===== src/design/zsthin_pkg.sv =====
package zsthin_pkg;

  // Default and limits of the image geometry.
  localparam int unsigned MAX_WIDTH_DEF = 1024;
  localparam int unsigned MAX_HEIGHT    = 4096;

  // Configuration register widths and port sizes.
  localparam int unsigned WIDTH_REG_W  = 11;
  localparam int unsigned HEIGHT_REG_W = 13;
  localparam int unsigned CFG_IDX_W    = 2;
  localparam int unsigned CFG_DATA_W   = 13;

  // Register indexes of the configuration port.
  localparam logic [CFG_IDX_W-1:0] REG_IMAGE_WIDTH  = 2'd0;
  localparam logic [CFG_IDX_W-1:0] REG_IMAGE_HEIGHT = 2'd1;
  localparam logic [CFG_IDX_W-1:0] REG_SUB_STEP     = 2'd2;

  // Reset values of the configuration registers.
  localparam logic [WIDTH_REG_W-1:0]  WIDTH_RESET  = 11'd640;
  localparam logic [HEIGHT_REG_W-1:0] HEIGHT_RESET = 13'd480;

  // Request type codes.
  localparam logic REQ_PIXEL = 1'b0;
  localparam logic REQ_DRAIN = 1'b1;

  // Neighbour sum bounds for a deletable pixel.
  localparam logic [3:0] SUM_LOW  = 4'd2;
  localparam logic [3:0] SUM_HIGH = 4'd6;

  // Per-item control that travels from the accept stage to the window stage.
  typedef struct packed {
    logic pixel;
    logic emit;
    logic interior;
    logic last;
  } s1_flags_t;

  // One result item.
  typedef struct packed {
    logic pixel_out;
    logic removed;
    logic frame_last;
    logic any_removed;
  } result_t;

endpackage


===== src/design/zsthin_line_store.sv =====
module zsthin_line_store #(
  parameter int unsigned MAX_WIDTH = zsthin_pkg::MAX_WIDTH_DEF
) (
  input  logic                         clk_i,
  input  logic                         rd_en_i,
  input  logic [$clog2(MAX_WIDTH)-1:0] rd_addr_i,
  output logic                         rd_top_o,
  output logic                         rd_mid_o,
  input  logic                         wr_en_i,
  input  logic [$clog2(MAX_WIDTH)-1:0] wr_addr_i,
  input  logic                         wr_top_i,
  input  logic                         wr_mid_i
);
  import zsthin_pkg::*;

  // Pixel two rows above and one row above, per column.
  logic older_mem [MAX_WIDTH];
  logic newer_mem [MAX_WIDTH];

  // Registered read port.
  always_ff @(posedge clk_i) begin
    if (rd_en_i) begin
      rd_top_o <= older_mem[rd_addr_i];
      rd_mid_o <= newer_mem[rd_addr_i];
    end
  end

  // Write port: the column shifts down by one row.
  always_ff @(posedge clk_i) begin
    if (wr_en_i) begin
      older_mem[wr_addr_i] <= wr_top_i;
      newer_mem[wr_addr_i] <= wr_mid_i;
    end
  end

endmodule


===== src/design/zsthin_window_eval.sv =====
module zsthin_window_eval (
  input  logic                  clk_i,
  input  logic                  rst_ni,
  input  logic                  clear_i,
  input  logic                  sub_step_i,
  input  logic                  s1_valid_i,
  input  zsthin_pkg::s1_flags_t s1_flags_i,
  input  logic                  rd_top_i,
  input  logic                  rd_mid_i,
  output logic                  res_valid_o,
  output zsthin_pkg::result_t   res_o
);
  import zsthin_pkg::*;

  logic [8:0] window_q, window_d;
  logic       removal_seen_q, removal_seen_d;
  logic [8:0] win_next;
  logic       center;
  logic       del;
  logic       rem;

  // Decide deletion from the unmodified 3x3 neighbourhood.
  function automatic logic deletable(input logic [8:0] w, input logic step);
    logic [7:0] ring;
    logic [7:0] rise;
    logic [3:0] sum;
    logic [3:0] trans;
    logic       c;
    logic       d;
    // Clockwise from the upper neighbour: P2 P3 P4 P5 P6 P7 P8 P9.
    ring  = {w[0], w[3], w[6], w[7], w[8], w[5], w[2], w[1]};
    sum   = '0;
    trans = '0;
    for (int k = 0; k < 8; k++) begin
      rise[k] = !ring[k] && ring[(k + 1) % 8];
    end
    for (int k = 0; k < 8; k++) begin
      sum   = sum + 4'(ring[k]);
      trans = trans + 4'(rise[k]);
    end
    if (!step) begin
      c = ring[0] & ring[2] & ring[4];
      d = ring[2] & ring[4] & ring[6];
    end else begin
      c = ring[0] & ring[2] & ring[6];
      d = ring[0] & ring[4] & ring[6];
    end
    return (trans == 4'd1) && (sum >= SUM_LOW) && (sum <= SUM_HIGH) && !c && !d;
  endfunction

  // Shift the window left; the new column enters on the right.
  assign win_next = ((window_q >> 1) & 9'h0DB) | {s1_flags_i.pixel, 2'b00, rd_mid_i, 2'b00,
                                                   rd_top_i, 2'b00};
  assign center   = win_next[4];
  assign del      = deletable(win_next, sub_step_i);
  assign rem      = s1_flags_i.emit && s1_flags_i.interior && center && del;

  // Result of the current item.
  assign res_valid_o       = s1_valid_i && s1_flags_i.emit;
  assign res_o.pixel_out   = center & ~rem;
  assign res_o.removed     = rem;
  assign res_o.frame_last  = s1_flags_i.last;
  assign res_o.any_removed = s1_flags_i.last & (removal_seen_q | rem);

  // Window and removal flag; both return to zero at the end of the frame and on a clear.
  always_comb begin
    window_d       = window_q;
    removal_seen_d = removal_seen_q;
    if (clear_i) begin
      window_d       = '0;
      removal_seen_d = 1'b0;
    end else if (s1_valid_i) begin
      if (s1_flags_i.last) begin
        window_d       = '0;
        removal_seen_d = 1'b0;
      end else begin
        window_d       = win_next;
        removal_seen_d = removal_seen_q | rem;
      end
    end
  end

  always_ff @(posedge clk_i or negedge rst_ni) begin
    if (!rst_ni) begin
      window_q       <= '0;
      removal_seen_q <= 1'b0;
    end else begin
      window_q       <= window_d;
      removal_seen_q <= removal_seen_d;
    end
  end

endmodule


===== src/design/zsthin_out_fifo.sv =====
module zsthin_out_fifo (
  input  logic                clk_i,
  input  logic                rst_ni,
  input  logic                push_i,
  input  zsthin_pkg::result_t push_data_i,
  input  logic                pop_i,
  output logic                head_valid_o,
  output zsthin_pkg::result_t head_o,
  output logic [1:0]          count_o
);
  import zsthin_pkg::*;

  result_t    entry_q [2];
  logic       wr_ptr_q, wr_ptr_d;
  logic       rd_ptr_q, rd_ptr_d;
  logic [1:0] count_q, count_d;

  assign head_valid_o = (count_q != 2'd0);
  assign head_o       = entry_q[rd_ptr_q];
  assign count_o      = count_q;

  // Pointer and occupancy update.
  always_comb begin
    wr_ptr_d = push_i ? ~wr_ptr_q : wr_ptr_q;
    rd_ptr_d = pop_i ? ~rd_ptr_q : rd_ptr_q;
    count_d  = count_q + 2'(push_i) - 2'(pop_i);
  end

  always_ff @(posedge clk_i or negedge rst_ni) begin
    if (!rst_ni) begin
      wr_ptr_q <= 1'b0;
      rd_ptr_q <= 1'b0;
      count_q  <= 2'd0;
    end else begin
      wr_ptr_q <= wr_ptr_d;
      rd_ptr_q <= rd_ptr_d;
      count_q  <= count_d;
    end
  end

  // Payload storage.
  always_ff @(posedge clk_i) begin
    if (push_i) begin
      entry_q[wr_ptr_q] <= push_data_i;
    end
  end

endmodule


===== src/design/zhang_suen_thinning_pass_core.sv =====
// One Zhang-Suen thinning sub-iteration over a binary image in raster order.
// Input channel (in_valid_i / in_stall_o): one item per transfer, either a
// pixel or a drain item. After the whole image has been sent, send width+1
// drain items to push out the last row; the final result has frame_last_o
// set and any_removed_o tells whether any pixel was deleted in the pass.
// Output channel (out_valid_o / out_stall_i): one result per pixel, in
// raster order, starting after the first width+1 pixel items.
// Throughput is one item per cycle while in_stall_o is low, set by the single
// read and single write port of the line store, which is read at the accept
// edge and written back in the following cycle. A result is registered in the
// line store read stage, then held in the output queue before it is presented.
// A two-entry output queue lets input continue while a result waits; when
// the receiver stalls, in_stall_o rises as soon as the queue could overflow.
// Reset returns geometry to 640 x 480, sub-step 0, and clears the frame
// counters and window; the line store needs no clearing. A configuration
// write to a known index aborts the frame in progress.
module zhang_suen_thinning_pass_core #(
  parameter int unsigned MAX_WIDTH = zsthin_pkg::MAX_WIDTH_DEF
) (
  input  logic                                clk_i,
  input  logic                                rst_ni,
  input  logic                                in_valid_i,
  output logic                                in_stall_o,
  input  logic                                req_type_i,
  input  logic                                pixel_in_i,
  output logic                                out_valid_o,
  input  logic                                out_stall_i,
  output logic                                pixel_out_o,
  output logic                                removed_o,
  output logic                                frame_last_o,
  output logic                                any_removed_o,
  input  logic                                cfg_we_i,
  input  logic [zsthin_pkg::CFG_IDX_W-1:0]    cfg_index_i,
  input  logic [zsthin_pkg::CFG_DATA_W-1:0]   cfg_wdata_i
);
  import zsthin_pkg::*;

  localparam int unsigned AW = $clog2(MAX_WIDTH);
  localparam int unsigned WW = $clog2(MAX_WIDTH + 1);
  localparam int unsigned CW = (WW > WIDTH_REG_W) ? WW : WIDTH_REG_W;
  localparam int unsigned HW = HEIGHT_REG_W;

  // Configuration registers.
  logic [WIDTH_REG_W-1:0] width_q;
  logic [HW-1:0]          height_q;
  logic                   sub_step_q;
  logic                   cfg_hit;

  // Frame position and accept stage.
  logic [AW-1:0] col_q;
  logic [HW-1:0] row_q;
  logic [CW-1:0] width_ext;
  logic [WW-1:0] w_eff;
  logic [HW-1:0] h_eff;
  logic          accept;
  logic          ignored;
  logic          take;
  logic [AW-1:0] col_eff;
  logic [AW-1:0] col_nx;
  logic [HW-1:0] row_nx;
  logic [AW-1:0] nc;
  logic [HW-1:0] nr;
  logic [HW-1:0] cr;
  logic [WW-1:0] cc;
  logic          pixel;
  s1_flags_t     flags;

  // Window stage.
  logic          s1_valid_q;
  logic [AW-1:0] s1_col_q;
  s1_flags_t     s1_flags_q;
  logic          rd_top;
  logic          rd_mid;
  logic          res_valid;
  result_t       res;

  // Output queue.
  result_t       head;
  logic [1:0]    q_count;
  logic          pop;

  // Configuration writes; known indexes abort the frame.
  always_comb begin
    case (cfg_index_i)
      REG_IMAGE_WIDTH, REG_IMAGE_HEIGHT, REG_SUB_STEP: cfg_hit = cfg_we_i;
      default:                                        cfg_hit = 1'b0;
    endcase
  end

  always_ff @(posedge clk_i or negedge rst_ni) begin
    if (!rst_ni) begin
      width_q    <= WIDTH_RESET;
      height_q   <= HEIGHT_RESET;
      sub_step_q <= 1'b0;
    end else if (cfg_we_i) begin
      unique case (cfg_index_i)
        REG_IMAGE_WIDTH:  width_q    <= cfg_wdata_i[WIDTH_REG_W-1:0];
        REG_IMAGE_HEIGHT: height_q   <= cfg_wdata_i[HW-1:0];
        REG_SUB_STEP:     sub_step_q <= cfg_wdata_i[0];
        default:          ;
      endcase
    end
  end

  // Saturated geometry.
  always_comb begin
    width_ext = CW'(width_q);
    if (width_ext < CW'(3)) begin
      width_ext = CW'(3);
    end else if (width_ext > CW'(MAX_WIDTH)) begin
      width_ext = CW'(MAX_WIDTH);
    end
    w_eff = WW'(width_ext);
    h_eff = height_q;
    if (h_eff < HW'(3)) begin
      h_eff = HW'(3);
    end else if (h_eff > HW'(MAX_HEIGHT)) begin
      h_eff = HW'(MAX_HEIGHT);
    end
  end

  // Handshakes. Stall when the queue could not take this item's result.
  assign pop        = out_valid_o && !out_stall_i;
  assign in_stall_o = (3'(q_count) + 3'(res_valid)) > (3'(pop) + 3'd1);
  assign accept     = in_valid_i && !in_stall_o;

  // Accept stage: drop early drains and surplus pixels, advance the position.
  always_comb begin
    pixel   = (req_type_i == REQ_DRAIN) ? 1'b0 : pixel_in_i;
    ignored = (req_type_i == REQ_DRAIN) ? (row_q < h_eff) : (row_q >= h_eff);
    take    = accept && !ignored;
    col_eff = (WW'(col_q) >= w_eff) ? '0 : col_q;
    if ((WW'(col_eff) + WW'(1)) >= w_eff) begin
      nc = '0;
      nr = row_q + HW'(1);
    end else begin
      nc = col_eff + AW'(1);
      nr = row_q;
    end
    // Position of the window center in the image.
    cr = (nc == '0) ? (nr - HW'(1)) : nr;
    cc = (nc == '0) ? w_eff : WW'(nc);
    flags.pixel    = pixel;
    flags.emit     = (row_q >= HW'(2)) || ((row_q == HW'(1)) && (col_eff != '0));
    flags.interior = (nr >= HW'(2)) && (nr <= (h_eff - HW'(1))) && (nc != AW'(1)) &&
                     (cr >= HW'(2)) && (cr <= (h_eff - HW'(1))) && (cc >= WW'(3));
    flags.last     = (row_q == (h_eff + HW'(1))) && (col_eff == '0);
    col_nx = flags.last ? '0 : nc;
    row_nx = flags.last ? '0 : nr;
  end

  always_ff @(posedge clk_i or negedge rst_ni) begin
    if (!rst_ni) begin
      col_q      <= '0;
      row_q      <= '0;
      s1_valid_q <= 1'b0;
    end else if (cfg_hit) begin
      col_q      <= '0;
      row_q      <= '0;
      s1_valid_q <= 1'b0;
    end else begin
      if (take) begin
        col_q <= col_nx;
        row_q <= row_nx;
      end
      s1_valid_q <= take;
    end
  end

  // Stage payload.
  always_ff @(posedge clk_i) begin
    if (take) begin
      s1_col_q   <= col_eff;
      s1_flags_q <= flags;
    end
  end

  zsthin_line_store #(
    .MAX_WIDTH (MAX_WIDTH)
  ) u_line_store (
    .clk_i     (clk_i),
    .rd_en_i   (take),
    .rd_addr_i (col_eff),
    .rd_top_o  (rd_top),
    .rd_mid_o  (rd_mid),
    .wr_en_i   (s1_valid_q),
    .wr_addr_i (s1_col_q),
    .wr_top_i  (rd_mid),
    .wr_mid_i  (s1_flags_q.pixel)
  );

  zsthin_window_eval u_window_eval (
    .clk_i       (clk_i),
    .rst_ni      (rst_ni),
    .clear_i     (cfg_hit),
    .sub_step_i  (sub_step_q),
    .s1_valid_i  (s1_valid_q),
    .s1_flags_i  (s1_flags_q),
    .rd_top_i    (rd_top),
    .rd_mid_i    (rd_mid),
    .res_valid_o (res_valid),
    .res_o       (res)
  );

  zsthin_out_fifo u_out_fifo (
    .clk_i        (clk_i),
    .rst_ni       (rst_ni),
    .push_i       (res_valid),
    .push_data_i  (res),
    .pop_i        (pop),
    .head_valid_o (out_valid_o),
    .head_o       (head),
    .count_o      (q_count)
  );

  assign pixel_out_o   = head.pixel_out;
  assign removed_o     = head.removed;
  assign frame_last_o  = head.frame_last;
  assign any_removed_o = head.any_removed;

endmodule

===== config.mk =====
export PLATFORM = sky130hd
export DESIGN_NAME = zhang_suen_thinning_pass_core
export DESIGN_NICKNAME = d
export VERILOG_FILES = /design/src/design/zsthin_pkg.sv /design/src/design/zsthin_line_store.sv /design/src/design/zsthin_window_eval.sv /design/src/design/zsthin_out_fifo.sv /design/src/design/zhang_suen_thinning_pass_core.sv
export SDC_FILE = /design/constraint.sdc
export NUM_CORES = 2
export LEC_CHECK = 0
export BUFFER_PORTS_ARGS = -buffer_cell sky130_fd_sc_hd__buf_2
export CAP_MARGIN = 20
export CORE_ASPECT_RATIO = 1.4
export CORE_MARGIN = 1
export CORE_UTILIZATION = 40
export CTS_BUF_LIST = sky130_fd_sc_hd__clkbuf_8
export CTS_CLUSTER_SIZE = 40
export DETAILED_ROUTE_END_ITERATION = 7
export PLACE_DENSITY = 0.65
export SYNTH_ARGS = -nofsm -noshare
export SYNTH_HDL_FRONTEND = slang
export SYNTH_HIERARCHICAL = 1
export SYNTH_SLANG_ARGS = --single-unit

===== constraint.sdc =====
create_clock -name clk_i -period 15.4 [get_ports clk_i]
set_input_delay 0.77 -clock clk_i [delete_from_list [all_inputs] [get_ports clk_i]]
set_output_delay 0.77 -clock clk_i [all_outputs]
set_load 0.02 [all_outputs]

==> run summary <==
The gate count after technology mapping came out at 5569. The Yosys warning count is 6. The sum of negative setup slack is 0 ns.

The via count of the first global-routing pass came out at 53416. The count of pins on the block boundary came out at 28. The TritonCTS clock tree is built.

The post-route DRC violation count is 0. The ratio of final minimum period to clock period is 62.7%. The hold violation count in the final report is 0.

Of all nets on the critical path, the largest fanout is 58. The final setup violation count came out at 0. The global-route wire length before repair is 359 mm. Summing all flip-flop and latch instances after layout gives 63700 um2. The count of flip-flops with a built-in enable after synthesis came out at 2072. The minimum hold slack is 0.0941 ns.

The remaining max-slew budget at the tightest pin is 7.68%. The clock transition at the registers of the reported paths is 0.06 ns. The instance count after placement with tap cells included is 8336. The core outline area came out at 227000 um2. The power density over cell area came out at 137 nW/um2.

After legalization and detailed placement, the total HPWL measured 142 mm. The peak per-stage delay on the critical path came out at 0.58 ns. In this run, synthesis produced a sequential element count of 2132. The most used flip-flop cell after synthesis is sky130_fd_sc_hd__edfxtp_1. The proportion of synthesized chip area in sequential cells is 69.7%. The worst setup path is launched from a register. The number of cell rows is 207. The endpoint kind of the worst setup timing path is a register. A synthesized cell averages 16.4 um2. The height of the chip is 568 um.

The setup slack on the worst flop-to-flop path is 5.74 ns. The quantity of hold-fixing buffers added after cts came out at 3. The highest-delay cell along the critical path is sky130_fd_sc_hd__and3_1.

The maximum number of buffers from clock root to sink came out at 4. The timing-limited maximum frequency is 104 MHz. The remaining global-route overflow came out at 0.

The fraction of layout cells with a size suffix above 1 came out at 17.9%. The critical path is of the register to register type. The static leakage came out at 0.0306 uW.

The final clock skew is 0.0797 ns. For the finished layout, the period the worst path requires is 9.66 ns. At the end of routability-driven placement, the weighted congestion stood at 0.849. The post-detailed-route wirelength per cell came out at 28.2 um. The slew at the pin closest to its max-slew limit came out at 1.38 ns.

The total clock buffers created by CTS is 308. The minimum setup slack in the final design came out at 5.74 ns. The buffer count from post-CTS setup fixing came out at 0. The area of the mapped netlist came out at 91500 um2. The number of nets with antenna violations after detailed routing came out at 0. The first routing iteration left 5999 violations. The share of synthesized flip-flops with an asynchronous set or reset came out at 2.81%. The total nets after synthesis is 5675. The total wire length after detailed routing came out at 250 mm. The multi-input combinational cells in the finished layout cover a total of 25300 um2. The cell that appears most often on the critical path is sky130_fd_sc_hd__ha_1. The tool flagged a number of max-cap violations equal to 0. The initial antenna violation count is 6. The number of vias per cell came out at 5.85. Fill cells in the final layout number 19756. The post-layout total power is 13700 uW.

Once the clock tree was built, the resizer swapped 0 gates to a different size. The post-synthesis to final-layout area growth came out at 9.57%. The run finished with clean final reports. Setup repair after global routing left no endpoint under its margin. During placement, the flow inserted port buffers numbering 27. For the worst setup path, the data arrival time is 10.43 ns. The pin count of the biggest net entering global routing came out at 273. The count of different cell masters after synthesis came out at 102. The overall track demand over capacity in global routing is 21.4%.

OpenSTA, run right after detailed placement, puts the worst setup slack at 5.73 ns. The x dimension of the die is 406 um. The peak supply drop came out at 0.121 mV.

The root buffer cell is sky130_fd_sc_hd__clkbuf_8. The number of pins exceeding their max-slew limit in the final report was 0. The initial cell density of the core came out at 40.3%. The CTS H-tree depth came out at 5. The number of nets in the finished design is 5741. The insertion delay to the later sink of the worst-skew pair came out at 0.95 ns.

STA puts the critical path data required time at 16.18 ns. The area enclosed by the die boundary is 231000 um2. The number of optimization iterations in the first detailed-route pass came out at 6. The post-route non-filler standard cell count came out at 8887.

The worst hold path belongs to the class input port to register. The clock sink count came out at 2132. Summing over every cut layer, the via total after detailed routing is 51965.
## cells by family after synthesis
kind of cell    synth area share, %
compound gates                 4.06
xor+xnor                      0.650
fa+ha+maj                      1.23
buf+inv                        2.92
flops                          69.7
mux                            14.1
simple gates                   7.38
## critical path: cells and delay by family (launching register included)
| kind | cells | cell delay (ns) |
|---|---|---|
| compound gates | 10 | 1.95 |
| xor+xnor | 2 | 0.47 |
| fa+ha+maj | 5 | 1.48 |
| buf+inv | 2 | 0.71 |
| flops | 1 | 0.39 |
| simple gates | 15 | 4.47 |
## cell usage in the layout, fill, tap and decap left out, drive strengths merged, types with 54 or more instances in the layout
master	instances
buf	173
mux4	442
a21oi	111
nor2	1117
mux2i	230
ha	75
clkbuf	316
inv	153
clkinv	98
nand2	169
edfxtp	2072
o221ai	86
dfrtp	54
o21ai	63
a22oi	55
## cell usage after synthesis, drive strengths merged, types with 6 or more instances
cell	n	area share, %
edfxtp	2072	68
nor2	1117	4.6
mux4	442	11
clkbuf	243	1.1
mux2i	230	2.5
buf	177	1.6
nand2	169	0.70
a21oi	111	0.62
o221ai	86	0.84
ha	75	1.0
o21ai	63	0.34
inv	59	0.24
a22oi	55	0.45
dfrtp	54	1.5
o22ai	50	0.34
nor3	43	0.24
xnor2	42	0.43
nand3	40	0.22
mux2	33	0.41
nor2b	30	0.21
nand2b	27	0.18
nor4	24	0.18
nand4	19	0.14
xor2	18	0.17
or3	17	0.13
and3	16	0.11
a2111oi	15	0.19
a211oi	15	0.13
and2	15	0.10
a221oi	14	0.13
a22o	14	0.13
nand3b	13	0.11
a21o	12	0.098
nor3b	12	0.098
or4	12	0.098
a31oi	11	0.075
o211ai	11	0.090
o2bb2ai	10	0.096
o31ai	10	0.082
fa	9	0.20
o21a	8	0.066
o32ai	8	0.077
and3b	7	0.067
dfstp	6	0.17
## layout make-up
cell class,count,share of cell area (%)
sequential,2132,63.6
clock buffer,316,4.34
inverter,59,0.240
antenna,6,0.0150
timing repair buffer,176,1.77
clock inverter,210,1.06
tap,3030,3.78
multi-input combinational,2958,25.2
## state kept, by name, indices dropped and copies added (netlist names), 2 cells and up
| signal | cells |
|---|---|
| u_window_eval/window_q | 6 |
| row_q | 13 |
| u_line_store/older_mem | 1024 |
| u_out_fifo/entry_q | 8 |
| u_line_store/newer_mem | 1024 |
| width_q | 11 |
| height_q | 13 |
| s1_col_q | 10 |
| s1_flags_q | 4 |
| col_q | 10 |
| u_out_fifo/count_o | 2 |
## through the flow
| step | area (um2) | utilization [%] |
|---|---|---|
| final | 100000 | 44.1 |
| after global routing | 100000 | 44.1 |
| after CTS | 99800 | 43.9 |
| after detailed placement | 94300 | 41.5 |
| after global placement | 94200 | 41.5 |
| after floorplan | 91500 | - |
## routing by layer
layer	part of all wire (%)	track usage, %
met1	35	24.9
met5	0.0056	0
met2	53	38.5
met3	7.2	3.02
met4	5.1	10.3
## worst paths after layout
path	startpoint	to	cells past startpoint
min reg2reg	u_out_fifo/wr_ptr_q	u_out_fifo/wr_ptr_q	1
min	cfg_wdata_i[4]	height_q[4]	2
min in group asynchronous	rst_ni	row_q[9]	2
max reg2reg	width_q[4]	s1_flags_q[1]	34
max	width_q[4]	s1_flags_q[1]	34
max in group asynchronous	rst_ni	col_q[1]	3
## where the power goes
group | total, uW | internal, uW | switching (uW)
Combinational | 2830 | 1190 | 1640
Clock | 4120 | 2010 | 2120
Sequential | 6780 | 6720 | 59.1
Note: power is estimated with default switching activity, not from simulation.
